==> config.mk <==
export PLATFORM = sky130hd
export DESIGN_NAME = row_major_index_with_bounds_check
export DESIGN_NICKNAME = d
export VERILOG_FILES = /design/src/sv/rmi_pkg.sv /design/src/sv/rmi_lane.sv /design/src/sv/rmi_merge.sv /design/src/sv/row_major_index_with_bounds_check.sv
export VERILOG_INCLUDE_DIRS = /design/src /design/src/sv
export SDC_FILE = /design/constraint.sdc
export NUM_CORES = 2
export LEC_CHECK = 0
export CAP_MARGIN = 20
export CORE_MARGIN = 2
export CORE_UTILIZATION = 40
export CTS_CLUSTER_DIAMETER = 150
export CTS_CLUSTER_SIZE = 24
export DETAILED_ROUTE_END_ITERATION = 10
export DONT_BUFFER_PORTS = 1
export MAX_ROUTING_LAYER = met4
export PLACE_DENSITY = 0.65
export SKIP_LAST_GASP = 1
export SLEW_MARGIN = 20
export SYNTH_ARGS = -nofsm -noshare
export SYNTH_HDL_FRONTEND = slang
export SYNTH_SLANG_ARGS = --single-unit
==> constraint.sdc <==
create_clock -name clk -period 14.7 [get_ports clk]
set_input_delay 0.735 -clock clk [delete_from_list [all_inputs] [get_ports clk]]
set_output_delay 0.735 -clock clk [all_outputs]
set_load 0.01 [all_outputs]
==> src/sv/row_major_index_with_bounds_check_assert.svh <==
// Assertion macros for the row-major index block
`ifndef ROW_MAJOR_INDEX_WITH_BOUNDS_CHECK_ASSERT_SVH
`define ROW_MAJOR_INDEX_WITH_BOUNDS_CHECK_ASSERT_SVH
`ifndef SYNTHESIS
`define RMI_ASSERT_IMPL(lbl, clk, rst_n, ante, cons, msg) \
	lbl: assert property (@(posedge clk) disable iff (!rst_n) (ante) |-> cons) else $error(msg);
`define RMI_ASSERT_NEXT(lbl, clk, rst_n, ante, cons, msg) \
	lbl: assert property (@(posedge clk) disable iff (!rst_n) (ante) |=> cons) else $error(msg);
`else
`define RMI_ASSERT_IMPL(lbl, clk, rst_n, ante, cons, msg)
`define RMI_ASSERT_NEXT(lbl, clk, rst_n, ante, cons, msg)
`endif
`endif

==> src/sv/rmi_pkg.sv <==
// Shared types and constants of the row-major index block
package rmi_pkg;

	localparam int NUM_AXES       = 4;
	localparam int SIZE_W         = 12;
	localparam int CNT_W          = 3;
	localparam int STRIDE_W       = 3 * SIZE_W;
	localparam int OFFSET_W       = 48;
	localparam int REG_IDX_W      = 3;
	localparam int ADDR_W         = REG_IDX_W + 2;
	localparam int DATA_W         = 32;
	localparam int DEF_MAX_DIMS   = 4;
	localparam int DEF_INDEX_BITS = 12;

	localparam logic [REG_IDX_W-1:0] REG_DIM_COUNT = 3'd0;
	localparam logic [REG_IDX_W-1:0] REG_SIZE0     = 3'd1;
	localparam logic [REG_IDX_W-1:0] REG_SIZE1     = 3'd2;
	localparam logic [REG_IDX_W-1:0] REG_SIZE2     = 3'd3;
	localparam logic [REG_IDX_W-1:0] REG_SIZE3     = 3'd4;

	typedef struct packed {
		logic [CNT_W-1:0]  given_count;
		logic [SIZE_W-1:0] index_axis0;
		logic [SIZE_W-1:0] index_axis1;
		logic [SIZE_W-1:0] index_axis2;
		logic [SIZE_W-1:0] index_axis3;
	} in_t;

	typedef struct packed {
		logic [OFFSET_W-1:0] flat_offset;
		logic                count_mismatch;
		logic [NUM_AXES-1:0] axis_out_of_range;
	} out_t;

	typedef struct packed {
		logic                oor;
		logic [OFFSET_W-1:0] prod;
	} lane_res_t;

endpackage

==> src/sv/rmi_lane.sv <==
// One axis lane: range check and index times stride
module rmi_lane import rmi_pkg::*; (
	input  logic                clk,
	input  logic [SIZE_W-1:0]   idx,
	input  logic [SIZE_W-1:0]   size,
	input  logic                in_use,
	input  logic [STRIDE_W-1:0] stride,
	output lane_res_t           res_s3
);

	logic [OFFSET_W-1:0] prod_c;

	assign prod_c = {{STRIDE_W{1'b0}}, idx} * {{SIZE_W{1'b0}}, stride};

	always_ff @(posedge clk) begin
		res_s3.oor  <= in_use && (idx >= size);
		res_s3.prod <= in_use ? prod_c : '0;
	end

endmodule

==> src/sv/rmi_merge.sv <==
// Merge stage: sum lane products and assemble the result word
module rmi_merge import rmi_pkg::*; (
	input  logic      clk,
	input  logic      arst_n,
	input  logic      valid,
	input  logic      mismatch,
	input  lane_res_t lanes [NUM_AXES],
	output logic      done,
	output out_t      res
);

	logic                valid_s4;
	logic                mis_s4;
	logic [NUM_AXES-1:0] oor_s4;
	logic [OFFSET_W-1:0] sum01_s4;
	logic [OFFSET_W-1:0] sum23_s4;
	logic [NUM_AXES-1:0] oor_c;
	logic                done_q;
	out_t                res_q;

	always_comb begin
		for (int a = 0; a < NUM_AXES; a++) begin
			oor_c[a] = lanes[a].oor;
		end
	end

	always_ff @(posedge clk or negedge arst_n) begin
		if (!arst_n) begin
			valid_s4 <= 1'b0;
			done_q   <= 1'b0;
		end else begin
			valid_s4 <= valid;
			done_q   <= valid_s4;
		end
	end

	always_ff @(posedge clk) begin
		mis_s4                  <= mismatch;
		oor_s4                  <= oor_c;
		sum01_s4                <= lanes[0].prod + lanes[1].prod;
		sum23_s4                <= lanes[2].prod + lanes[3].prod;
		res_q.flat_offset       <= sum01_s4 + sum23_s4;
		res_q.count_mismatch    <= mis_s4;
		res_q.axis_out_of_range <= oor_s4;
	end

	assign done = done_q;
	assign res  = res_q;

endmodule

==> src/sv/row_major_index_with_bounds_check.sv <==
// Row-major offset generator with per-axis bounds check
//
// Registers are written over the APB port: dim_count at 0x00, the four
// axis sizes at 0x04..0x10. Write only while no request is in flight.
// A request is a word on req, taken at a clock edge with start high and
// busy low. busy stays low, so one request is taken every cycle.
// Each request gives one result word on res, marked by done for a single
// cycle. The receiver cannot stall; a result not taken that cycle is gone.
// The path runs through stride build-up (two multiplier stages), one
// multiplier lane per axis and a two-level adder merge.
// flat_offset is meaningful only when count_mismatch and
// axis_out_of_range are both zero.
// Reset clears the pipeline valid bits, sets dim_count and every axis
// size to 1.
module row_major_index_with_bounds_check import rmi_pkg::*; #(
	parameter int MAX_DIMS   = DEF_MAX_DIMS,
	parameter int INDEX_BITS = DEF_INDEX_BITS
) (
	input  logic              clk,
	input  logic              arst_n,
	input  logic              psel,
	input  logic              penable,
	input  logic              pwrite,
	input  logic [ADDR_W-1:0] paddr,
	input  logic [DATA_W-1:0] pwdata,
	output logic [DATA_W-1:0] prdata,
	output logic              pready,
	input  logic              start,
	output logic              busy,
	input  in_t               req,
	output logic              done,
	output out_t              res
);

	`include "row_major_index_with_bounds_check_assert.svh"

	localparam int VB  = (INDEX_BITS < SIZE_W) ? INDEX_BITS : SIZE_W;
	localparam int LIM = (MAX_DIMS < NUM_AXES) ? MAX_DIMS : NUM_AXES;
	localparam logic [SIZE_W-1:0] VAL_MASK = SIZE_W'((1 << VB) - 1);
	localparam logic [CNT_W-1:0]  LIM_C    = CNT_W'(LIM);

	logic [CNT_W-1:0]    dim_count_q;
	logic [SIZE_W-1:0]   size_q [NUM_AXES];
	logic                wr_c;
	logic                acc_c;
	logic [CNT_W-1:0]    dims_c;
	logic [NUM_AXES-1:0] use_c;
	logic [SIZE_W-1:0]   size_c [NUM_AXES];
	logic [SIZE_W-1:0]   es_c [NUM_AXES];
	logic [SIZE_W-1:0]   idx_c [NUM_AXES];
	logic [2*SIZE_W-1:0] st23_c;

	logic                valid_s1;
	logic                mis_s1;
	logic [NUM_AXES-1:0] use_s1;
	logic [SIZE_W-1:0]   idx_s1 [NUM_AXES];
	logic [SIZE_W-1:0]   size_s1 [NUM_AXES];
	logic [SIZE_W-1:0]   es1_s1;
	logic [SIZE_W-1:0]   es3_s1;
	logic [2*SIZE_W-1:0] st23_s1;

	logic                valid_s2;
	logic                mis_s2;
	logic [NUM_AXES-1:0] use_s2;
	logic [SIZE_W-1:0]   idx_s2 [NUM_AXES];
	logic [SIZE_W-1:0]   size_s2 [NUM_AXES];
	logic [STRIDE_W-1:0] stride_s2 [NUM_AXES];
	logic [STRIDE_W-1:0] st0_c;

	logic                valid_s3;
	logic                mis_s3;
	lane_res_t           lane_s3 [NUM_AXES];

	assign pready = 1'b1;
	assign busy   = 1'b0;
	assign wr_c   = psel && penable && pwrite;
	assign acc_c  = start && !busy;

	always_ff @(posedge clk or negedge arst_n) begin
		if (!arst_n) begin
			dim_count_q <= CNT_W'(1);
			for (int a = 0; a < NUM_AXES; a++) begin
				size_q[a] <= SIZE_W'(1);
			end
		end else if (wr_c) begin
			case (paddr[ADDR_W-1:2])
				REG_DIM_COUNT: dim_count_q <= pwdata[CNT_W-1:0];
				REG_SIZE0:     size_q[0]   <= pwdata[SIZE_W-1:0];
				REG_SIZE1:     size_q[1]   <= pwdata[SIZE_W-1:0];
				REG_SIZE2:     size_q[2]   <= pwdata[SIZE_W-1:0];
				REG_SIZE3:     size_q[3]   <= pwdata[SIZE_W-1:0];
				default: ;
			endcase
		end
	end

	always_comb begin
		case (paddr[ADDR_W-1:2])
			REG_DIM_COUNT: prdata = DATA_W'(dim_count_q);
			REG_SIZE0:     prdata = DATA_W'(size_q[0]);
			REG_SIZE1:     prdata = DATA_W'(size_q[1]);
			REG_SIZE2:     prdata = DATA_W'(size_q[2]);
			REG_SIZE3:     prdata = DATA_W'(size_q[3]);
			default:       prdata = '0;
		endcase
	end

	always_comb begin
		dims_c = dim_count_q;
		if (dims_c == '0) begin
			dims_c = CNT_W'(1);
		end
		if (dims_c > LIM_C) begin
			dims_c = LIM_C;
		end
	end

	assign idx_c[0] = req.index_axis0 & VAL_MASK;
	assign idx_c[1] = req.index_axis1 & VAL_MASK;
	assign idx_c[2] = req.index_axis2 & VAL_MASK;
	assign idx_c[3] = req.index_axis3 & VAL_MASK;

	always_comb begin
		for (int a = 0; a < NUM_AXES; a++) begin
			use_c[a]  = CNT_W'(a) < dims_c;
			size_c[a] = size_q[a] & VAL_MASK;
			es_c[a]   = use_c[a] ? size_c[a] : SIZE_W'(1);
		end
	end

	assign st23_c = {{SIZE_W{1'b0}}, es_c[2]} * {{SIZE_W{1'b0}}, es_c[3]};

	always_ff @(posedge clk or negedge arst_n) begin
		if (!arst_n) begin
			valid_s1 <= 1'b0;
			valid_s2 <= 1'b0;
			valid_s3 <= 1'b0;
		end else begin
			valid_s1 <= acc_c;
			valid_s2 <= valid_s1;
			valid_s3 <= valid_s2;
		end
	end

	always_ff @(posedge clk) begin
		mis_s1  <= req.given_count != dims_c;
		use_s1  <= use_c;
		idx_s1  <= idx_c;
		size_s1 <= size_c;
		es1_s1  <= es_c[1];
		es3_s1  <= es_c[3];
		st23_s1 <= st23_c;
	end

	assign st0_c = {{SIZE_W{1'b0}}, st23_s1} * {{2*SIZE_W{1'b0}}, es1_s1};

	always_ff @(posedge clk) begin
		mis_s2       <= mis_s1;
		use_s2       <= use_s1;
		idx_s2       <= idx_s1;
		size_s2      <= size_s1;
		stride_s2[0] <= st0_c;
		stride_s2[1] <= {{SIZE_W{1'b0}}, st23_s1};
		stride_s2[2] <= {{2*SIZE_W{1'b0}}, es3_s1};
		stride_s2[3] <= STRIDE_W'(1);
		mis_s3       <= mis_s2;
	end

	for (genvar a = 0; a < NUM_AXES; a++) begin : g_lane
		rmi_lane u_lane (
			.clk    (clk),
			.idx    (idx_s2[a]),
			.size   (size_s2[a]),
			.in_use (use_s2[a]),
			.stride (stride_s2[a]),
			.res_s3 (lane_s3[a])
		);
	end

	rmi_merge u_merge (
		.clk      (clk),
		.arst_n   (arst_n),
		.valid    (valid_s3),
		.mismatch (mis_s3),
		.lanes    (lane_s3),
		.done     (done),
		.res      (res)
	);

	`RMI_ASSERT_NEXT(a_req_gives_result, clk, arst_n, start && !busy, ##4 done, "request lost in pipeline")
	`RMI_ASSERT_IMPL(a_result_has_req, clk, arst_n, done, $past(start && !busy, 5), "result without request")
	`RMI_ASSERT_IMPL(a_use_thermo, clk, arst_n, valid_s1, use_s1[0] && ((use_s1 & (use_s1 + NUM_AXES'(1))) == '0), "axis use mask not a run from axis 0")

endmodule

======== Word level (Yosys, flattened, before mapping) ========
Memories as Yosys holds them, arrays and structs flattened.
Cells that the tools add are included.
word-level totals
  memories kept ........................... 1
  latch bits .............................. 0
  bits in writable memories ............... 144
  memory bits (read-only) ................. 0
  bits of input ports ..................... 94
  logic and storage cells ................. 91
  output and inout bits ................... 88
  flip-flop bits (word level) ............. 657
memories
  name       words  width  rd ports  clocked after memory_dff  write ports  line                                     text
  stride_s2  4      36     4         0                         4            row_major_index_with_bounds_check.sv:67  logic [STRIDE_W-1:0] stride_s2 [NUM_AXES];
operators by class
  shifts and indexed selects .............. 0
  add/sub/neg operators ................... 3
  multiplexer cells ....................... 5
  reduce and logical (&&, ||, !) cells .... 13
  bitwise logic cells ..................... 0
  order comparisons ....................... 9
  eq/ne operators ......................... 5
  $mul .................................... 6
  divide/modulo/power cells ............... 0
operators by type and width
  kind                  number
  $mul A12 B36 Y48      4
  $add A48 B48 Y48      3
  $pmux W12 S5          1
  $ge A12 B12 Y1        4
  $mul A24 B12 Y36      1
  $mul A12 B12 Y24      1
  $mux W12              2
  $reduce_and A2 Y1     5
  $eq A3 B2 Y1 const B  2
  $logic_and A1 B1 Y1   6
  $logic_not A3 Y1      2
  $lt A1 B3 Y1 const A  2
  $lt A2 B3 Y1 const A  2
  $mux W3               2
  $eq A3 B1 Y1 const B  1
  $eq A3 B3 Y1 const B  1
  $gt A3 B3 Y1 const B  1
  $ne A3 B3 Y1          1

======== Depth between registers and ports, before layout ========
  depth in word-level cells ............... 7
  mapped depth ............................ 24
  gate-level depth less buffers ........... 22

======== Cells and area by module ========
Synthesis repeated with hierarchy kept, for this count alone.
second synthesis, totals
  cell total of the unflattened synthesis .. 10,610
  area, all modules ....................... 94,425.6 µm²
by module, submodules not included
  module                             seq. area each (µm²)  cells an instance  instances  area an instance (µm²)
  row_major_index_with_bounds_check  7,823.8               2,234              1          23,178.5
  rmi_lane at g_lane[3].u_lane       980.9                 1,794              1          15,177.1
  rmi_lane at g_lane[1].u_lane       980.9                 1,785              1          15,150.8
  rmi_lane at g_lane[0].u_lane       980.9                 1,784              1          15,059.4
  rmi_lane at g_lane[2].u_lane       980.9                 1,738              1          14,820.5
  rmi_merge                          3,133.0               1,275              1          11,039.3

======== Least setup slack after synthesis ========
No wires, ideal clock.
  kind .................................... register to register
  from .................................... reg idx_s2[39] (netlist bit)
  to ...................................... reg g_lane[0].u_lane.res_s3[41] (netlist bit)
  required time ........................... 14.580 ns
  path buffers ............................ 2
  period minus slack after synthesis ...... 5.811 ns
  path slack .............................. 8.889 ns
  setup time .............................. 0.120 ns
  arrival time ............................ 5.691 ns
  cell stages (with the launch flop) ...... 21
  path through ............................ dfxtp_1 > clkbuf_1 > clkbuf_1 > nand2_1 > fa_1 > inv_1 > fa_1 > inv_1 > fa_1 > inv_1 > fa_1 > fa_1 > ha_1 > a211oi_2 > nor2_1 > o311a_1 > and3b_1 > o31a_1 > a21o_1 > a211o_1 > a211o_1
on the way
  longest elaborated chain between the ends .. 1
RTL lines
  item                    line                                      text
  start, declared         row_major_index_with_bounds_check.sv:65   logic [SIZE_W-1:0] idx_s2 [NUM_AXES];
  start signal, assigned  row_major_index_with_bounds_check.sv:160  idx_s2 <= idx_s1;
  $mul A12 B36 Y48        rmi_lane.sv:13                            assign prod_c = {{STRIDE_W{1'b0}}, idx} * {{SIZE_W{1'b0}}, stride};
  end, declared           rmi_lane.sv:8                             output lane_res_t res_s3
Every way passes these cells.
A chain may end at the register's enable or synchronous reset.

==> results.cfg <==
[outcome]
status = completed

[critical_path]
crit_required_ns = 15.26
cp_num_buf_inv = 3
path_max_fanout = 24
crit_path_frequent_cell = fa_1
r2r-end = stride_s2[0][34]$_DFF_P_
regToRegStartpoint = es1_s1[6]$_SDFF_PN0_
crit_chain = nand2_1, fa_1, fa_1, inv_1, fa_1, inv_1, fa_1, inv_1, fa_1, ha_1, nand3_1, nor4_1, o311ai_1, nand4b_1, a31oi_1, o311ai_0, o21ai_0, o21ai_0, xor2_1
critPathSlowestCell = dfxtp_1
slowest_delay_ns = 1.02
reg2regPathDepth = 19
start_kind = register
crit_path_end_kind = register
cpLargestDelayFamily = adder cells
crit_type = reg2reg
reg2reg_slack_ns = 7.70
crit_arrival_ns = 7.56

[routing]
ant_nets = 0
vias = 42460
wl_mm = 151.3
route.detailed.drc = 0
drtPass1Iterations = 5
wire_per_inst_um = 18.14
first_iter_violations = 2772
vias_per_cell = 5.090

[clocking]
clock_path_buffers = 3
clk_latency_ns = 0.66
clk_root_buffer_cell = clkbuf_16
cts_resized = 0
cts_tree = done
cts_sinks = 640
cts_setup_buffers = 0
cts_buffers = 34
ctsHoldBuffers = 2
cts_max_level = 2
cts.clk_slew.worst_paths_ns = 0.10

[synthesis]
synth_top_area_cell = fa_1
synth_area_mm2 = 0.06117
yosys_register_bits = 640
synthCells = 6523
synth_async_sr_flop_share = 0.08750
synthTopCellsByArea = fa_1, dfxtp_1, ha_1
ys_seq_area_frac = 0.2141
ys_types = 87
yosys_warnings = 0
synth_top_area_frac = 0.3223
synth-main-ff-cell = dfxtp_1
synth_edf_count = 0
syn_area_per_cell_um2 = 9.378

[timing]
post-route-min-period_ns = 6.996
fmax_ghz = 0.1429
tns_ns = 0
hold_violations = 0
skew_ns = 0.06687
post-route-period-util = 0.4759
tightestPinTransition_ns = 1.127
finalSetupViolCount = 0
rsz0062_at_grt = no
drv_slew = 0
slew_headroom = 0.2484

[floorplan]
die_w_um = 395.1
coreArea_mm2 = 0.1519
io_pins = 182
die_h_um = 395.1
start_util = 0.4027
rows = 143
dieArea_mm2 = 0.1561

[hold_path]
hold_depth = 0
hp-class = in2reg
min_from = req[43]
whs_endpoint = idx_s1[43]$_DFF_P_

[placement]
port_buffers = 0
gp_congestion = 0.9015
post-dp-hpwl_mm = 119.8

[grt]
grt_pass1_vias = 44780
grt_max_degree = 73
track_usage = 0.2023
grt_pass1_wl_mm = 245.8
grt_antenna_before_repair = 8
grt.overflow.total = 0

[finish]
drive_gt1_frac = 0.02775
area_growth_pct = 4.260
fin_nets = 7869

[flow_run]
maxCapViolCount = 0
==> metrics by stage <==
step	utilization	area [um2]	setup WS (ns)	hold WS [ns]	instances
2_1_floorplan	-	61250	8.889	0.3096	6544
3_3_place_gp	0.4129	62720	7.897	0.3106	8287
3_5_place_dp	0.4129	62730	7.796	0.3121	8287
4_1_cts	0.4198	63760	7.764	0.06699	8336
5_1_grt	0.4199	63780	7.398	0.07159	8341
6_report	0.4199	63780	7.704	0.1076	8342
==> sequential cells by signal, summed over array words and instances (netlist names), 12 cells and up <==
name and count:
size_s2 48, u_merge.sum01_s4 48, u_merge.sum23_s4 27, es3_s1 12, u_merge.res 53, idx_s2 48
size_s1 48, g_lane.u_lane.res_s3 128, es1_s1 12, idx_s1 48, size_c 48, st23_s1 24
stride_s2 72
==> cell type report <==
class                   count  area (um2)
diodes                      6       15.01
clock buffers              39       869.6
clock inverters             8       131.4
fillers                 14650       88120
inverters                1090        4091
multi-input cells        4500       42790
flip-flops and latches    640       13100
well taps                2030        2540
repair buffers             29       240.2
==> placed cells by master (no fill, tap or decap), types with 31 or more instances in the layout <==
cell / synthesis / final
a21o_1: 120 / 120
a21oi_1: 203 / 203
and2_1: 403 / 403
and3_1: 85 / 85
clkbuf_16: 0 / 34
dfrtp_1: 51 / 51
dfxtp_1: 584 / 582
fa_1: 985 / 985
ha_1: 495 / 495
inv_1: 1089 / 1089
mux2_2: 60 / 60
nand2_1: 1032 / 1032
nand2b_1: 32 / 32
nand3_1: 60 / 60
nand4_1: 31 / 31
nor2_1: 212 / 210
nor2b_1: 33 / 33
nor3_1: 37 / 37
o21a_1: 41 / 41
o21ai_0: 111 / 111
xnor2_1: 138 / 138
xor2_1: 91 / 91
==> cell families after synthesis <==
group / share of synthesized area
other: 0.0001228
buffers and inverters: 0.08774
AND/OR/NAND/NOR: 0.1508
XOR/XNOR: 0.03279
multiplexers: 0.01252
adder cells (fa/ha/maj): 0.4236
AO/OA/AOI/OAI: 0.07831
flip-flops: 0.2141
==> cells in the mapped netlist, drive strengths merged, types with 91 or more instances <==
cell type	instances
clkbuf	282
inv	1089
fa	985
xor2	91
ha	495
dfxtp	584
a21o	120
a21oi	203
nand2	1032
xnor2	138
o21ai	124
nor2	212
and2	405
==> routing by layer <==
| layer | part of all wire | track usage |
|---|---|---|
| met1 | 0.45 | 0.2644 |
| met2 | 0.47 | 0.3292 |
| met3 | 0.060 | 0.03065 |
| met4 | 0.023 | 0.05030 |
| met5 | 0 | - |
==> how the worst max path moves through the flow <==
stage,slack [ns],to,from,cells after the start
floorplan,8.89,g_lane[0].u_lane.res_s3[41]$_SDFF_PN0_,idx_s2[39]$_DFF_P_,20
global placement,7.90,stride_s2[0][34]$_DFF_P_,es1_s1[4]$_SDFF_PN0_,19
detailed placement,7.80,stride_s2[0][34]$_DFF_P_,es1_s1[6]$_SDFF_PN0_,19
CTS,7.76,stride_s2[0][34]$_DFF_P_,es1_s1[6]$_SDFF_PN0_,19
global route,7.40,stride_s2[0][34]$_DFF_P_,es1_s1[4]$_SDFF_PN0_,19
finish,7.70,stride_s2[0][34]$_DFF_P_,es1_s1[6]$_SDFF_PN0_,19
Power is left out: the tool's default activity adds up to more than one toggle a clock period on the data nets, which glitch-free logic cannot reach.
